`config.mk`:
```
export PLATFORM = sky130hd
export DESIGN_NAME = scanline_polygon_fill_top
export DESIGN_NICKNAME = d
export VERILOG_FILES = /design/src/sv/spf_pkg.sv /design/src/sv/scanline_polygon_fill_top.sv /design/src/sv/spf_front.sv /design/src/sv/spf_back.sv
export VERILOG_INCLUDE_DIRS = /design/src /design/src/sv
export SDC_FILE = /design/constraint.sdc
export NUM_CORES = 2
export LEC_CHECK = 0
export BUFFER_PORTS_ARGS = -buffer_cell sky130_fd_sc_hd__buf_2
export CAP_MARGIN = 40
export CORE_UTILIZATION = 46
export CTS_BUF_LIST = sky130_fd_sc_hd__clkbuf_8
export DETAILED_ROUTE_END_ITERATION = 10
export PLACE_DENSITY_LB_ADDON = 0.12
export SYNTH_ARGS = -nofsm -noshare
export SYNTH_HDL_FRONTEND = slang
export SYNTH_HIERARCHICAL = 1
export SYNTH_SLANG_ARGS = --single-unit
```
`constraint.sdc`:
```
create_clock -name clk -period 12.15 [get_ports clk]
set_input_delay 2.43 -clock clk [delete_from_list [all_inputs] [get_ports clk]]
set_output_delay 2.43 -clock clk [all_outputs]
set_load 0.1 [all_outputs]
```
`src/sv/scanline_polygon_fill_top_defines.svh`:
```
// Assertion macros for the scanline fill block
`ifndef SCANLINE_POLYGON_FILL_TOP_DEFINES_SVH
`define SCANLINE_POLYGON_FILL_TOP_DEFINES_SVH
`ifndef ASSERT_OFF
`define SPF_ASSERT(label, clk_sig, rst_sig, prop, msg) \
    label: assert property (@(posedge clk_sig) disable iff (!rst_sig) (prop)) else $error(msg);
`define SPF_ASSERT_NEXT(label, clk_sig, rst_sig, ante, cons, msg) \
    label: assert property (@(posedge clk_sig) disable iff (!rst_sig) (ante) |=> (cons)) \
        else $error(msg);
`else
`define SPF_ASSERT(label, clk_sig, rst_sig, prop, msg)
`define SPF_ASSERT_NEXT(label, clk_sig, rst_sig, ante, cons, msg)
`endif
`endif

```
`src/sv/spf_pkg.sv`:
```
package spf_pkg;

    localparam int MaxVertices  = 64;
    localparam int MaxCrossings = 16;

    localparam logic [1:0] KIND_CLEAR  = 2'd0;
    localparam logic [1:0] KIND_APPEND = 2'd1;
    localparam logic [1:0] KIND_FILL   = 2'd2;

    typedef struct packed {
        logic [1:0] kind;
        logic [9:0] vertex_x;
        logic [9:0] vertex_y;
        logic [9:0] scan_row;
    } in_beat_t;

    typedef struct packed {
        logic [9:0]  span_row;
        logic [13:0] span_start;
        logic [13:0] span_end;
        logic        span_valid;
        logic        overflow;
        logic        last;
    } out_beat_t;

    // Command passed from the front part to the back part
    typedef struct packed {
        logic       is_fill;
        logic       is_append;
        logic [9:0] vertex_x;
        logic [9:0] vertex_y;
        logic [9:0] scan_row;
    } cmd_t;

endpackage

```
`src/sv/scanline_polygon_fill_top.sv`:
```
// Even-odd scanline polygon fill.
// Input channel (in_data/in_valid/in_stall) takes one beat per command:
// clear polygon, append vertex, or fill one row. Unused kinds are dropped.
// Output channel (out_data/out_valid/out_stall) gives one beat per fill span,
// sorted left to right, with last set on the row's final beat; a row with no
// span gives one beat with span_valid low.
// A front queue of two commands decouples input from the back part.
// A fill reads each edge through S_RD, S_RD2 and S_EDGE, runs a serial divide
// for each edge that spans the row, then an insertion sort of the crossings,
// then gives one span beat per pair of sorted crossings.
// The divider, one quotient bit per cycle, sets most of a fill's time.
// Reset clears the vertex count, queue and output register; vertex data
// itself is not cleared. When the receiver stalls, the current output beat
// holds and the back part waits before its next beat or command; the front
// queue keeps taking commands until it fills.
module scanline_polygon_fill_top #(
    parameter int MAX_VERTICES  = spf_pkg::MaxVertices,
    parameter int MAX_CROSSINGS = spf_pkg::MaxCrossings
) (
    input  logic               clk,
    input  logic               rst_n,
    input  spf_pkg::in_beat_t  in_data,
    input  logic               in_valid,
    output logic               in_stall,
    output spf_pkg::out_beat_t out_data,
    output logic               out_valid,
    input  logic               out_stall
);
    spf_pkg::cmd_t cmd;
    logic          cmd_valid, cmd_take;

    spf_front u_front (
        .clk(clk), .rst_n(rst_n),
        .in_data(in_data), .in_valid(in_valid), .in_stall(in_stall),
        .cmd(cmd), .cmd_valid(cmd_valid), .cmd_take(cmd_take)
    );

    spf_back #(
        .MAX_VERTICES(MAX_VERTICES), .MAX_CROSSINGS(MAX_CROSSINGS)
    ) u_back (
        .clk(clk), .rst_n(rst_n),
        .cmd(cmd), .cmd_valid(cmd_valid), .cmd_take(cmd_take),
        .out_data(out_data), .out_valid(out_valid), .out_stall(out_stall)
    );
endmodule

```
`src/sv/spf_front.sv`:
```
// Front part: decodes beats, drops unused kinds, queues commands.
module spf_front (
    input  logic               clk,
    input  logic               rst_n,
    input  spf_pkg::in_beat_t  in_data,
    input  logic               in_valid,
    output logic               in_stall,
    output spf_pkg::cmd_t      cmd,
    output logic               cmd_valid,
    input  logic               cmd_take
);
    localparam int Depth = 2;

    spf_pkg::cmd_t q_reg [Depth];
    logic [0:0] wr_ptr_reg, rd_ptr_reg;
    logic [1:0] cnt_reg;
    logic       push, pop;
    logic       is_clear;
    spf_pkg::cmd_t dec;

    // Classify the incoming beat
    always_comb
    begin
        dec.is_fill   = (in_data.kind == spf_pkg::KIND_FILL);
        dec.is_append = (in_data.kind == spf_pkg::KIND_APPEND);
        dec.vertex_x  = in_data.vertex_x;
        dec.vertex_y  = in_data.vertex_y;
        dec.scan_row  = in_data.scan_row;
    end

    assign is_clear  = (in_data.kind == spf_pkg::KIND_CLEAR);
    assign in_stall  = (cnt_reg == 2'(Depth));
    assign push      = in_valid && !in_stall && (dec.is_fill || dec.is_append || is_clear);
    assign cmd_valid = (cnt_reg != 2'd0);
    assign cmd       = q_reg[rd_ptr_reg];
    assign pop       = cmd_valid && cmd_take;

    // Queue storage
    always_ff @(posedge clk)
    begin
        if (push)
        begin
            q_reg[wr_ptr_reg] <= dec;
        end
    end

    // Queue pointers
    always_ff @(posedge clk or negedge rst_n)
    begin
        if (!rst_n)
        begin
            wr_ptr_reg <= 1'b0;
            rd_ptr_reg <= 1'b0;
            cnt_reg    <= 2'd0;
        end
        else
        begin
            if (push)
            begin
                wr_ptr_reg <= wr_ptr_reg + 1'b1;
            end
            if (pop)
            begin
                rd_ptr_reg <= rd_ptr_reg + 1'b1;
            end
            cnt_reg <= cnt_reg + 2'(push) - 2'(pop);
        end
    end
endmodule

```
`src/sv/spf_back.sv`:
```
`include "scanline_polygon_fill_top_defines.svh"
// Back part: vertex store, edge walk with serial divide, insertion sort, span output.
module spf_back #(
    parameter int MAX_VERTICES  = spf_pkg::MaxVertices,
    parameter int MAX_CROSSINGS = spf_pkg::MaxCrossings
) (
    input  logic               clk,
    input  logic               rst_n,
    input  spf_pkg::cmd_t      cmd,
    input  logic               cmd_valid,
    output logic               cmd_take,
    output spf_pkg::out_beat_t out_data,
    output logic               out_valid,
    input  logic               out_stall
);
    localparam int VW = $clog2(MAX_VERTICES + 1);
    localparam int VI = (MAX_VERTICES > 1) ? $clog2(MAX_VERTICES) : 1;
    localparam int CW = $clog2(MAX_CROSSINGS + 1);
    localparam int CI = $clog2(MAX_CROSSINGS);

    localparam logic [2:0] S_IDLE  = 3'd0;
    localparam logic [2:0] S_RD    = 3'd1;
    localparam logic [2:0] S_EDGE  = 3'd2;
    localparam logic [2:0] S_DIV   = 3'd3;
    localparam logic [2:0] S_SORT  = 3'd4;
    localparam logic [2:0] S_EMIT  = 3'd5;
    localparam logic [2:0] S_RD2   = 3'd6;

    logic [9:0] vx_mem [MAX_VERTICES];
    logic [9:0] vy_mem [MAX_VERTICES];
    logic [13:0] cr_reg [MAX_CROSSINGS];

    logic [2:0]    state_reg;
    logic [VW-1:0] vcount_reg;
    logic [VW-1:0] edge_reg;
    logic [CW-1:0] ccount_reg;
    logic          ovf_reg;
    logic [9:0]    row_reg;
    logic [9:0]    ax_reg, ay_reg;
    logic [9:0]    rdx_reg, rdy_reg;
    logic [VI-1:0] rd_addr;
    // divider
    logic [23:0]   dnum_reg;
    logic [23:0]   dquo_reg;
    logic [24:0]   drem_reg;
    logic [9:0]    dden_reg;
    logic          dneg_reg;
    logic [4:0]    dstep_reg;
    logic [9:0]    x1_reg;
    // sort
    logic [CW-1:0] si_reg, sj_reg;
    logic [13:0]   sv_reg;
    logic          s_ins_reg;
    logic [CW-1:0] pair_reg;

    logic [CW-1:0] pairs;
    logic          out_free;
    logic [CI-1:0] lo_idx, hi_idx;

    assign pairs    = ccount_reg >> 1;
    assign out_free = !out_valid || !out_stall;
    assign cmd_take = (state_reg == S_IDLE) && cmd_valid && out_free;
    assign lo_idx   = CI'({pair_reg, 1'b0});
    assign hi_idx   = CI'({pair_reg, 1'b1});

    // Vertex store with registered read
    always_ff @(posedge clk)
    begin
        if (cmd_take && cmd.is_append && vcount_reg < VW'(MAX_VERTICES))
        begin
            vx_mem[vcount_reg[VI-1:0]] <= cmd.vertex_x;
            vy_mem[vcount_reg[VI-1:0]] <= cmd.vertex_y;
        end
        rdx_reg <= vx_mem[rd_addr];
        rdy_reg <= vy_mem[rd_addr];
    end

    // Read address: vertex i in S_RD, its successor otherwise
    logic [VW-1:0] nxt;
    assign nxt = (edge_reg + 1'b1 < vcount_reg) ? edge_reg + 1'b1 : '0;
    assign rd_addr = (state_reg == S_RD) ? edge_reg[VI-1:0] : nxt[VI-1:0];

    // Edge orientation and span test; the far end is still on the read port
    logic [9:0] x1, y1, x2, y2;
    logic       hit;
    always_comb
    begin
        if (rdy_reg < ay_reg)
        begin
            x1 = rdx_reg; y1 = rdy_reg; x2 = ax_reg; y2 = ay_reg;
        end
        else
        begin
            x1 = ax_reg; y1 = ay_reg; x2 = rdx_reg; y2 = rdy_reg;
        end
        hit = (row_reg > y1) && (row_reg < y2);
    end

    logic [10:0] dxa;
    logic        dxn;
    logic [23:0] prod;
    assign dxn  = x2 < x1;
    assign dxa  = dxn ? 11'(x1 - x2) : 11'(x2 - x1);
    assign prod = 24'(row_reg - y1) * 24'({dxa, 4'b0});

    // Restoring divide step
    logic [24:0] rtry;
    assign rtry = {drem_reg[23:0], dnum_reg[23]};

    // Full quotient at the last step, with the bit decided this cycle
    logic [23:0] q_fin;
    assign q_fin = {dquo_reg[22:0], (rtry >= 25'(dden_reg))};

    logic [14:0] cx_full;
    assign cx_full = dneg_reg ? 15'({x1_reg, 4'b0}) - 15'(q_fin)
                              : 15'({x1_reg, 4'b0}) + 15'(q_fin);

    logic sort_done;
    assign sort_done = (si_reg >= ccount_reg);

    always_ff @(posedge clk)
    begin
        if (state_reg == S_RD2)
        begin
            ax_reg <= rdx_reg;
            ay_reg <= rdy_reg;
        end
        if (state_reg == S_EDGE && hit)
        begin
            dnum_reg <= prod;
            dden_reg <= y2 - y1;
            dneg_reg <= dxn;
            x1_reg   <= x1;
            drem_reg <= '0;
            dquo_reg <= '0;
        end
        else if (state_reg == S_DIV)
        begin
            dnum_reg <= dnum_reg << 1;
            if (rtry >= 25'(dden_reg))
            begin
                drem_reg <= rtry - 25'(dden_reg);
                dquo_reg <= {dquo_reg[22:0], 1'b1};
            end
            else
            begin
                drem_reg <= rtry;
                dquo_reg <= {dquo_reg[22:0], 1'b0};
            end
        end
        if (cmd_take)
        begin
            row_reg <= cmd.scan_row;
        end
        // crossing store and insertion sort (one shift per cycle)
        if (state_reg == S_DIV && dstep_reg == 5'd23 && ccount_reg < CW'(MAX_CROSSINGS))
        begin
            cr_reg[ccount_reg[CI-1:0]] <= 14'(cx_full);
        end
        if (state_reg == S_SORT && !sort_done)
        begin
            if (!s_ins_reg)
            begin
                sv_reg <= cr_reg[si_reg[CI-1:0]];
            end
            else if (sj_reg != '0 && cr_reg[sj_reg[CI-1:0] - 1'b1] > sv_reg)
            begin
                cr_reg[sj_reg[CI-1:0]] <= cr_reg[sj_reg[CI-1:0] - 1'b1];
            end
            else
            begin
                cr_reg[sj_reg[CI-1:0]] <= sv_reg;
            end
        end
    end

    // Control
    always_ff @(posedge clk or negedge rst_n)
    begin
        if (!rst_n)
        begin
            state_reg  <= S_IDLE;
            vcount_reg <= '0;
            edge_reg   <= '0;
            ccount_reg <= '0;
            ovf_reg    <= 1'b0;
            dstep_reg  <= '0;
            si_reg     <= '0;
            sj_reg     <= '0;
            s_ins_reg  <= 1'b0;
            pair_reg   <= '0;
            out_valid  <= 1'b0;
            out_data   <= '0;
        end
        else
        begin
            if (out_valid && !out_stall && state_reg != S_EMIT)
            begin
                out_valid <= 1'b0;
            end
            case (state_reg)
                S_IDLE:
                begin
                    if (cmd_take)
                    begin
                        if (cmd.is_fill)
                        begin
                            edge_reg   <= '0;
                            ccount_reg <= '0;
                            ovf_reg    <= 1'b0;
                            state_reg  <= (vcount_reg == '0) ? S_SORT : S_RD;
                            si_reg     <= CW'(1);
                            s_ins_reg  <= 1'b0;
                        end
                        else if (cmd.is_append)
                        begin
                            if (vcount_reg < VW'(MAX_VERTICES))
                            begin
                                vcount_reg <= vcount_reg + 1'b1;
                            end
                        end
                        else
                        begin
                            vcount_reg <= '0;
                        end
                    end
                end
                S_RD:
                begin
                    state_reg <= S_RD2;
                end
                S_RD2:
                begin
                    state_reg <= S_EDGE;
                end
                S_EDGE:
                begin
                    if (hit)
                    begin
                        dstep_reg <= '0;
                        state_reg <= S_DIV;
                    end
                    else if (edge_reg + 1'b1 >= vcount_reg)
                    begin
                        state_reg <= S_SORT;
                    end
                    else
                    begin
                        edge_reg  <= edge_reg + 1'b1;
                        state_reg <= S_RD;
                    end
                end
                S_DIV:
                begin
                    dstep_reg <= dstep_reg + 1'b1;
                    if (dstep_reg == 5'd23)
                    begin
                        if (ccount_reg < CW'(MAX_CROSSINGS))
                        begin
                            ccount_reg <= ccount_reg + 1'b1;
                        end
                        else
                        begin
                            ovf_reg <= 1'b1;
                        end
                        if (edge_reg + 1'b1 >= vcount_reg)
                        begin
                            state_reg <= S_SORT;
                        end
                        else
                        begin
                            edge_reg  <= edge_reg + 1'b1;
                            state_reg <= S_RD;
                        end
                    end
                end
                S_SORT:
                begin
                    if (sort_done)
                    begin
                        pair_reg  <= '0;
                        state_reg <= S_EMIT;
                    end
                    else if (!s_ins_reg)
                    begin
                        s_ins_reg <= 1'b1;
                        sj_reg    <= si_reg;
                    end
                    else if (sj_reg != '0 && cr_reg[sj_reg[CI-1:0] - 1'b1] > sv_reg)
                    begin
                        sj_reg <= sj_reg - 1'b1;
                    end
                    else
                    begin
                        s_ins_reg <= 1'b0;
                        si_reg    <= si_reg + 1'b1;
                    end
                end
                S_EMIT:
                begin
                    if (out_free)
                    begin
                        out_valid           <= 1'b1;
                        out_data.span_row   <= row_reg;
                        out_data.overflow   <= ovf_reg;
                        if (pairs == '0)
                        begin
                            out_data.span_start <= '0;
                            out_data.span_end   <= '0;
                            out_data.span_valid <= 1'b0;
                            out_data.last       <= 1'b1;
                            state_reg           <= S_IDLE;
                        end
                        else
                        begin
                            out_data.span_start <= cr_reg[lo_idx];
                            out_data.span_end   <= cr_reg[hi_idx];
                            out_data.span_valid <= 1'b1;
                            out_data.last       <= (pair_reg + 1'b1 == pairs);
                            pair_reg            <= pair_reg + 1'b1;
                            if (pair_reg + 1'b1 == pairs)
                            begin
                                state_reg <= S_IDLE;
                            end
                        end
                    end
                    else if (out_valid && !out_stall)
                    begin
                        out_valid <= 1'b0;
                    end
                end
                default:
                begin
                    state_reg <= S_IDLE;
                end
            endcase
        end
    end

    `SPF_ASSERT(a_ccount_cap, clk, rst_n,
        ccount_reg <= CW'(MAX_CROSSINGS), "crossing count over capacity")
    `SPF_ASSERT(a_vcount_cap, clk, rst_n,
        vcount_reg <= VW'(MAX_VERTICES), "vertex count over capacity")
    `SPF_ASSERT(a_take_idle, clk, rst_n,
        !cmd_take || state_reg == S_IDLE, "command taken while busy")
    `SPF_ASSERT_NEXT(a_div_len, clk, rst_n,
        state_reg == S_DIV && dstep_reg != 5'd23, state_reg == S_DIV, "divide cut short")
endmodule
```
# After elaboration in Yosys (flattened, before gate mapping)
# Memory sizes are Yosys's and may differ from the RTL's. A register that Yosys moved wholly into a read port is not among the register bits.
# Index checks and enable logic that the tools add are counted.
# totals
reg_bits,198
latchBits,0
ramBits,1568
rom_bits,0
in_bits,36
out_inout_bits,43
elab_cells,225
n_memories,4
# memory_table
name,words,width,rd,rd_clocked_by_memory_dff,write_ports,line_no,text
u_back.vx_mem,64,10,1,1,1,spf_back.sv:29,logic [9:0] vx_mem [MAX_VERTICES];
u_back.vy_mem,64,10,1,1,1,spf_back.sv:30,logic [9:0] vy_mem [MAX_VERTICES];
u_back.cr_reg,16,14,4,1,1,spf_back.sv:31,logic [13:0] cr_reg [MAX_CROSSINGS];
u_front.q_reg,2,32,1,0,1,spf_front.sv:14,spf_pkg::cmd_t q_reg [Depth];
# op_classes
add_sub_neg,19
n_mul,1
div,0
n_lt_le_gt_ge,11
n_eq_ne,28
shifts,0
n_mux,82
bitwise,4
reduce_logical,47
# op_table
op,n
$mux 5,15
$mux 24,3
$mux 7,7
$mux 14,3
$mux 10,4
$pmux 5 s2,4
$sub 10x10->11,3
$lt 10x10->1,3
$mux 3,10
$mux 29,1
$mux 1,27
$ge 25x10->1,1
$mul 24x11->20,1
$sub 24x10->24,1
$pmux 3 s7,1
$pmux 7 s3,1
$add 5x1->5 const B,4
$ne 2x2->1 const B,10
$logic_and 1x1->1,15
$reduce_and 5->1,3
$add 14x14->14,1
$add 7x1->7 const B,2
$gt 14x14->1,1
$reduce_or 14->1,1
42 further kinds,70

# Longest topological paths before layout
# An unclocked memory read counts as a cell.
# logic_depth
depth_word,11
ltp_mapped,41
depth_no_buf,37

# By module
# Netlist, hierarchy kept.
# modules_own_cells
module,n_inst,cells_per_inst,area_each_um2,seq_area_each_um2
spf_back,1,6385,80355.8,51008.9
spf_front,1,121,2673.8,2021.9

# Worst setup path after synthesis
# Ideal clock, no wire load.
# synth_timing
kind,reg-to-reg
from,register u_back.ay_reg[5]
to,register u_back.dnum_reg[23] (data pin)
setup_time_ns,0.309
t_arrival_ns,8.699
required_time_ns,11.841
path_slack_ns,3.142
stages_incl_launch_ff,37
n_path_buf,4
cell_sequence,edfxtp_1 inv_1 ha_1 o21ai_1 a211o_1 a21o_1 buf_6 nand2_2 clkbuf_1 clkbuf_1 clkbuf_1 nand2_1 o21ai_0 ha_1 inv_1 fa_1 a21o_1 a21oi_1 o221ai_1 a21oi_1 nor2b_1 nor2_1 nand2_1 fa_1 inv_1 fa_1 fa_1 fa_1 fa_1 ha_1 or3_1 o21ai_0 a21oi_1 a311o_1 a31o_2 nand3_1 a31oi_1
# synth_between
elab_chain_len,6
word_cells_on_any_way,16
classes_between,add/sub (3); mul (1); order compare (4); mux (6); reduce/logical (2)
# synth_rtl
element,line_no,text
"start, declared",spf_back.sv:39,"logic [9:0] ax_reg, ay_reg;"
"start signal, assigned",spf_back.sv:126,ay_reg <= rdy_reg;
$lt 10x10->1,spf_back.sv:88,if (rdy_reg < ay_reg)
$mux 10,spf_back.sv:88,
"$sub 10x10->11, or another cell as far along",spf_back.sv:103,assign dxa = dxn ? 11'(x1 - x2) : 11'(x2 - x1);
$mux 11 or $logic_and 1x1->1 (tied branches),"spf_back.sv:103, spf_back.sv:96",
$mul 24x11->20 or $logic_and 1x1->1 (tied branches),"spf_back.sv:104, spf_back.sv:128",
$mux 24 *,spf_back.sv:128,if (state_reg == S_EDGE && hit)
"end signal, assigned",spf_back.sv:130,dnum_reg <= prod;
"end signal, assigned",spf_back.sv:139,dnum_reg <= dnum_reg << 1;
"end, declared",spf_back.sv:43,logic [23:0] dnum_reg;
# Every way passes the cells marked *; elsewhere a longest branch is shown, timed or not.
# A chain may end at the register's enable or synchronous reset.

# Worst setup path in the final report
# layout_timing
from,register u_back.ay_reg[1]
to,register u_back.dnum_reg[23] (data pin)
# The elaborated chain is that of the path after synthesis.

==> report_table.html <==
<table>
<tr><th>Metric</th><th>Value</th></tr>
<tr><th colspan="2">Min path</th></tr>
<tr><td>Hold Path Cell Cnt</td><td>0</td></tr>
<tr><td>Worst Hold Launch</td><td>u_back/rdy_reg[0]</td></tr>
<tr><td>Class of the worst hold path</td><td>flop to flop</td></tr>
<tr><th colspan="2">Routing</th></tr>
<tr><td>Overall via count from detail_route</td><td>53855</td></tr>
<tr><td>DRC viols</td><td>0</td></tr>
<tr><td>Number of search-and-repair iterations in the first detailed-routing pass</td><td>6</td></tr>
<tr><td>Starting DRT DRC Count</td><td>4925</td></tr>
<tr><td>Final wirelength</td><td>226000 µm</td></tr>
<tr><td>Number of nets with antenna violations after detailed routing</td><td>0</td></tr>
<tr><td>Via density</td><td>5.81</td></tr>
<tr><td>Routed length per placed instance</td><td>24.4 µm</td></tr>
<tr><th colspan="2">STA</th></tr>
<tr><td>Max-Slew Margin vs Limit</td><td>34.5%</td></tr>
<tr><td>Setup skew after layout</td><td>78.8 ps</td></tr>
<tr><td>Share of the cycle needed by the critical path after routing</td><td>79.1%</td></tr>
<tr><td>Hold violation total from the final report</td><td>0</td></tr>
<tr><td>Maximum clock frequency</td><td>104 MHz</td></tr>
<tr><td>Count of final setup violators</td><td>0</td></tr>
<tr><td>Worst Max-Slew Pin Slew</td><td>983 ps</td></tr>
<tr><td>Min Clock Period, post-route</td><td>9610 ps</td></tr>
<tr><td>RSZ-0062 raised after global routing</td><td>no</td></tr>
<tr><td>Total count of max-transition violations in the final report</td><td>0</td></tr>
<tr><td>Final Worst Setup Slack</td><td>2540 ps</td></tr>
<tr><td>Post-Route Setup TNS</td><td>0 ps</td></tr>
<tr><th colspan="2">Clock network</th></tr>
<tr><td>Clock buffers created by TritonCTS</td><td>323</td></tr>
<tr><td>Total number of clock tree sinks</td><td>1800</td></tr>
<tr><td>Clock insertion delay at the later pin of the skew report</td><td>1050 ps</td></tr>
<tr><td>Clock root buffer</td><td>clkbuf_8</td></tr>
<tr><td>Setup Fix Bufs, Post-CTS</td><td>0</td></tr>
<tr><td>TritonCTS clock tree</td><td>yes</td></tr>
<tr><td>Post-CTS sizing</td><td>0</td></tr>
<tr><td>Clock-pin slew reported for the worst setup and hold paths after clock tree synthesis</td><td>70 ps</td></tr>
<tr><td>Clock H-tree levels</td><td>5</td></tr>
<tr><td>Cts-stage hold buffer count</td><td>0</td></tr>
<tr><td>Number of buffers on the longest clock path</td><td>4</td></tr>
<tr><th colspan="2">Placed design</th></tr>
<tr><td>Hpwl dp</td><td>132000 µm</td></tr>
<tr><td>Port Buf Inserts</td><td>78</td></tr>
<tr><td>Placer congestion estimate</td><td>0.864</td></tr>
<tr><td>Post-detailed-placement cell area</td><td>87000 µm²</td></tr>
<tr><td>Minimum setup slack after placement</td><td>2620 ps</td></tr>
<tr><th colspan="2">Synth</th></tr>
<tr><td>Dominant cell by count in the synthesized netlist</td><td>edfxtp_1</td></tr>
<tr><td>Post-synthesis sequential element count</td><td>1800</td></tr>
<tr><td>Ranking of synthesized cells by instance count</td><td>edfxtp_1, nand2_1, nand3_1, clkbuf_1, a311oi_1</td></tr>
<tr><td>Leading cell types by total area after synthesis</td><td>edfxtp_1, nand2_1, mux4_2</td></tr>
<tr><td>Number of distinct library cell variants in the gate-level netlist after synthesis</td><td>94</td></tr>
<tr><td>Proportion of netlist area held by the largest area contributor</td><td>59.8%</td></tr>
<tr><td>Number of standard cells after synthesis</td><td>6506</td></tr>
<tr><td>Total number of yosys warnings</td><td>6</td></tr>
<tr><td>Cell Area, Synth</td><td>83000 µm²</td></tr>
<tr><td>Seq/Total Area, Yosys</td><td>63.9%</td></tr>
<tr><td>Leading register cell type out of synthesis</td><td>edfxtp_1</td></tr>
<tr><td>Avg Inst Size Synth</td><td>12.8 µm²</td></tr>
<tr><td>Post-synthesis cell type with the largest combined area</td><td>edfxtp_1</td></tr>
<tr><td>Post-synth net total</td><td>6786</td></tr>
<tr><td>Number of flops mapped to enable cells by yosys</td><td>1653</td></tr>
<tr><td>Share of flip-flops with an asynchronous set or reset</td><td>5.00%</td></tr>
<tr><th colspan="2">Global routing</th></tr>
<tr><td>Pin count of the biggest net entering global routing</td><td>164</td></tr>
<tr><td>Initial antenna violation count</td><td>5</td></tr>
<tr><td>Overall routing resource usage</td><td>24.7%</td></tr>
<tr><td>Vias in the first global route</td><td>52226</td></tr>
<tr><td>First-pass GRT wire length</td><td>337000 µm</td></tr>
<tr><td>Sum of overflow across all layers after global routing</td><td>0</td></tr>
<tr><th colspan="2">Worst setup path</th></tr>
<tr><td>Category of the worst setup path launch point</td><td>flop</td></tr>
<tr><td>Required time reported for the critical path endpoint</td><td>12980 ps</td></tr>
<tr><td>Beginning of the critical path</td><td>u_back/ay_reg[1]</td></tr>
<tr><td>Most common cell on crit path</td><td>fa_1</td></tr>
<tr><td>Start-to-end type of the worst setup path</td><td>flop to flop</td></tr>
<tr><td>Worst Path Max Fanout</td><td>37</td></tr>
<tr><td>Number of cells traversed by the worst register-to-register path</td><td>31</td></tr>
<tr><td>Levels on crit path</td><td>31</td></tr>
<tr><td>Critical path arrival</td><td>10440 ps</td></tr>
<tr><td>Worst Setup End Kind</td><td>flop</td></tr>
<tr><td>Gate family responsible for the most delay along the worst path</td><td>adder cells</td></tr>
<tr><td>Sum of buffers and inverters on the critical path</td><td>3</td></tr>
<tr><td>Master of the slowest instance on the critical path</td><td>fa_1</td></tr>
<tr><td>Launching point of the worst reg2reg path</td><td>u_back/ay_reg[1]</td></tr>
<tr><td>Slowest Stage Delay on Critical Path</td><td>710 ps</td></tr>
<tr><th colspan="2">Run status</th></tr>
<tr><td>Result of the run</td><td>complete, no violations</td></tr>
<tr><th colspan="2">Layout</th></tr>
<tr><td>Final non-filler cell area</td><td>92800 µm²</td></tr>
<tr><td>Number of fill cells</td><td>15307</td></tr>
<tr><td>P&amp;R area growth vs syn</td><td>11.8%</td></tr>
<tr><td>Number of nets in the finished design</td><td>6963</td></tr>
<tr><td>Proportion of layout cells with a drive suffix above 1</td><td>15.0%</td></tr>
<tr><td>Sequential cell area</td><td>53000 µm²</td></tr>
<tr><td>Area taken by multi-input logic gates</td><td>27900 µm²</td></tr>
<tr><th colspan="2">Job</th></tr>
<tr><td>Max-capacitance violation count</td><td>0</td></tr>
<tr><th colspan="2">Floorplan</th></tr>
<tr><td>Core region area</td><td>179000 µm²</td></tr>
<tr><td>I/O pin total</td><td>79</td></tr>
<tr><td>Effective utilization at floorplan</td><td>46.4%</td></tr>
<tr><td>Horizontal die dimension</td><td>427 µm</td></tr>
<tr><td>Num rows</td><td>155</td></tr>
<tr><td>Area of the die</td><td>182000 µm²</td></tr>
<tr><td>Vertical extent of the die</td><td>427 µm</td></tr>
</table>
## through the flow
stage	hold slack (ps)	std cells	util, %
finish	450	9272	51.9
detailed placement	435	8711	48.7
floorplan	403	6506	-
global route	475	9268	51.9
CTS	450	9264	51.9
global placement	433	8664	48.3
## cells in the final DEF (no fill, tap or decap), types with 13 or more instances in the layout
cell	instances
buf_2	87
nor2_1	150
nor2_4	14
o31ai_1	15
clkinv_1	79
nor4_1	14
a21oi_1	179
and3_1	168
mux2i_1	41
xor2_1	32
o21ai_0	169
edfxtp_1	1653
xnor2_1	67
mux4_2	196
ha_1	134
fa_1	109
dfrtp_1	83
nor3_1	32
maj3_1	14
buf_12	14
buf_4	146
nand2_1	1528
nand2b_1	24
mux2_4	29
a31oi_1	93
buf_16	13
and2_1	18
mux2_2	24
nand4_1	13
a21o_1	24
nand3_1	383
clkinv_2	30
clkbuf_8	340
nor2_2	70
dfxtp_1	57
nor2b_1	37
inv_1	316
a211oi_1	74
a311oi_1	244
## cell type report
class | count | share of cell area [%]
clock buffer | 340 | 5.04
multi-input combinational | 4063 | 30.1
timing repair buffer | 267 | 2.44
inverter | 228 | 0.925
antenna | 6 | 0.0162
clock inverter | 213 | 1.16
tap | 2355 | 3.17
sequential | 1800 | 57.1
## routing by layer
| metal | wire, µm | up-vias | GRT usage (%) |
|---|---|---|---|
| li1 | - | 24441 | - |
| met1 | 95400 | 27168 | 33.6 |
| met2 | 111000 | 1842 | 40.7 |
| met3 | 13800 | 404 | 3.77 |
| met4 | 5950 | 0 | 7.65 |
| met5 | 0 | - | 0 |
## worst paths after layout
kind | to | slack (ps)
max in group asynchronous | u_front/rd_ptr_reg | 9740
hold / removal | u_back/ay_reg[0] | 450
setup / recovery | u_back/dnum_reg[23] | 2540
min in group asynchronous | u_back/out_data[3] | 1400
hold reg to reg | u_back/ay_reg[0] | 450
setup reg to reg | u_back/dnum_reg[23] | 2540
## cell families (layout without fill, tap and decap cells)
family	count (synthesis)	in the layout	synth area share, %
AO/OA/AOI/OAI	907	907	7.48
AND/OR/NAND/NOR	2502	2502	13.0
buffers and inverters	643	1048	2.98
adder cells (fa/ha/maj)	258	258	4.83
flip-flops	1800	1800	63.9
multiplexers	293	293	6.71
XOR/XNOR	103	103	1.13
other	0	6	0
## worst reg2reg max path: cells and delay by family, from the launching register on
kind | cells | cell delay [ps]
adder cells (fa/ha/maj) | 9 | 3780
AND/OR/NAND/NOR | 6 | 1820
flip-flops | 1 | 390
buffers and inverters | 3 | 330
AO/OA/AOI/OAI | 13 | 3110
Power is not shown: default switching activity piles up to over one toggle a cycle in this logic, so the estimate is an artifact.
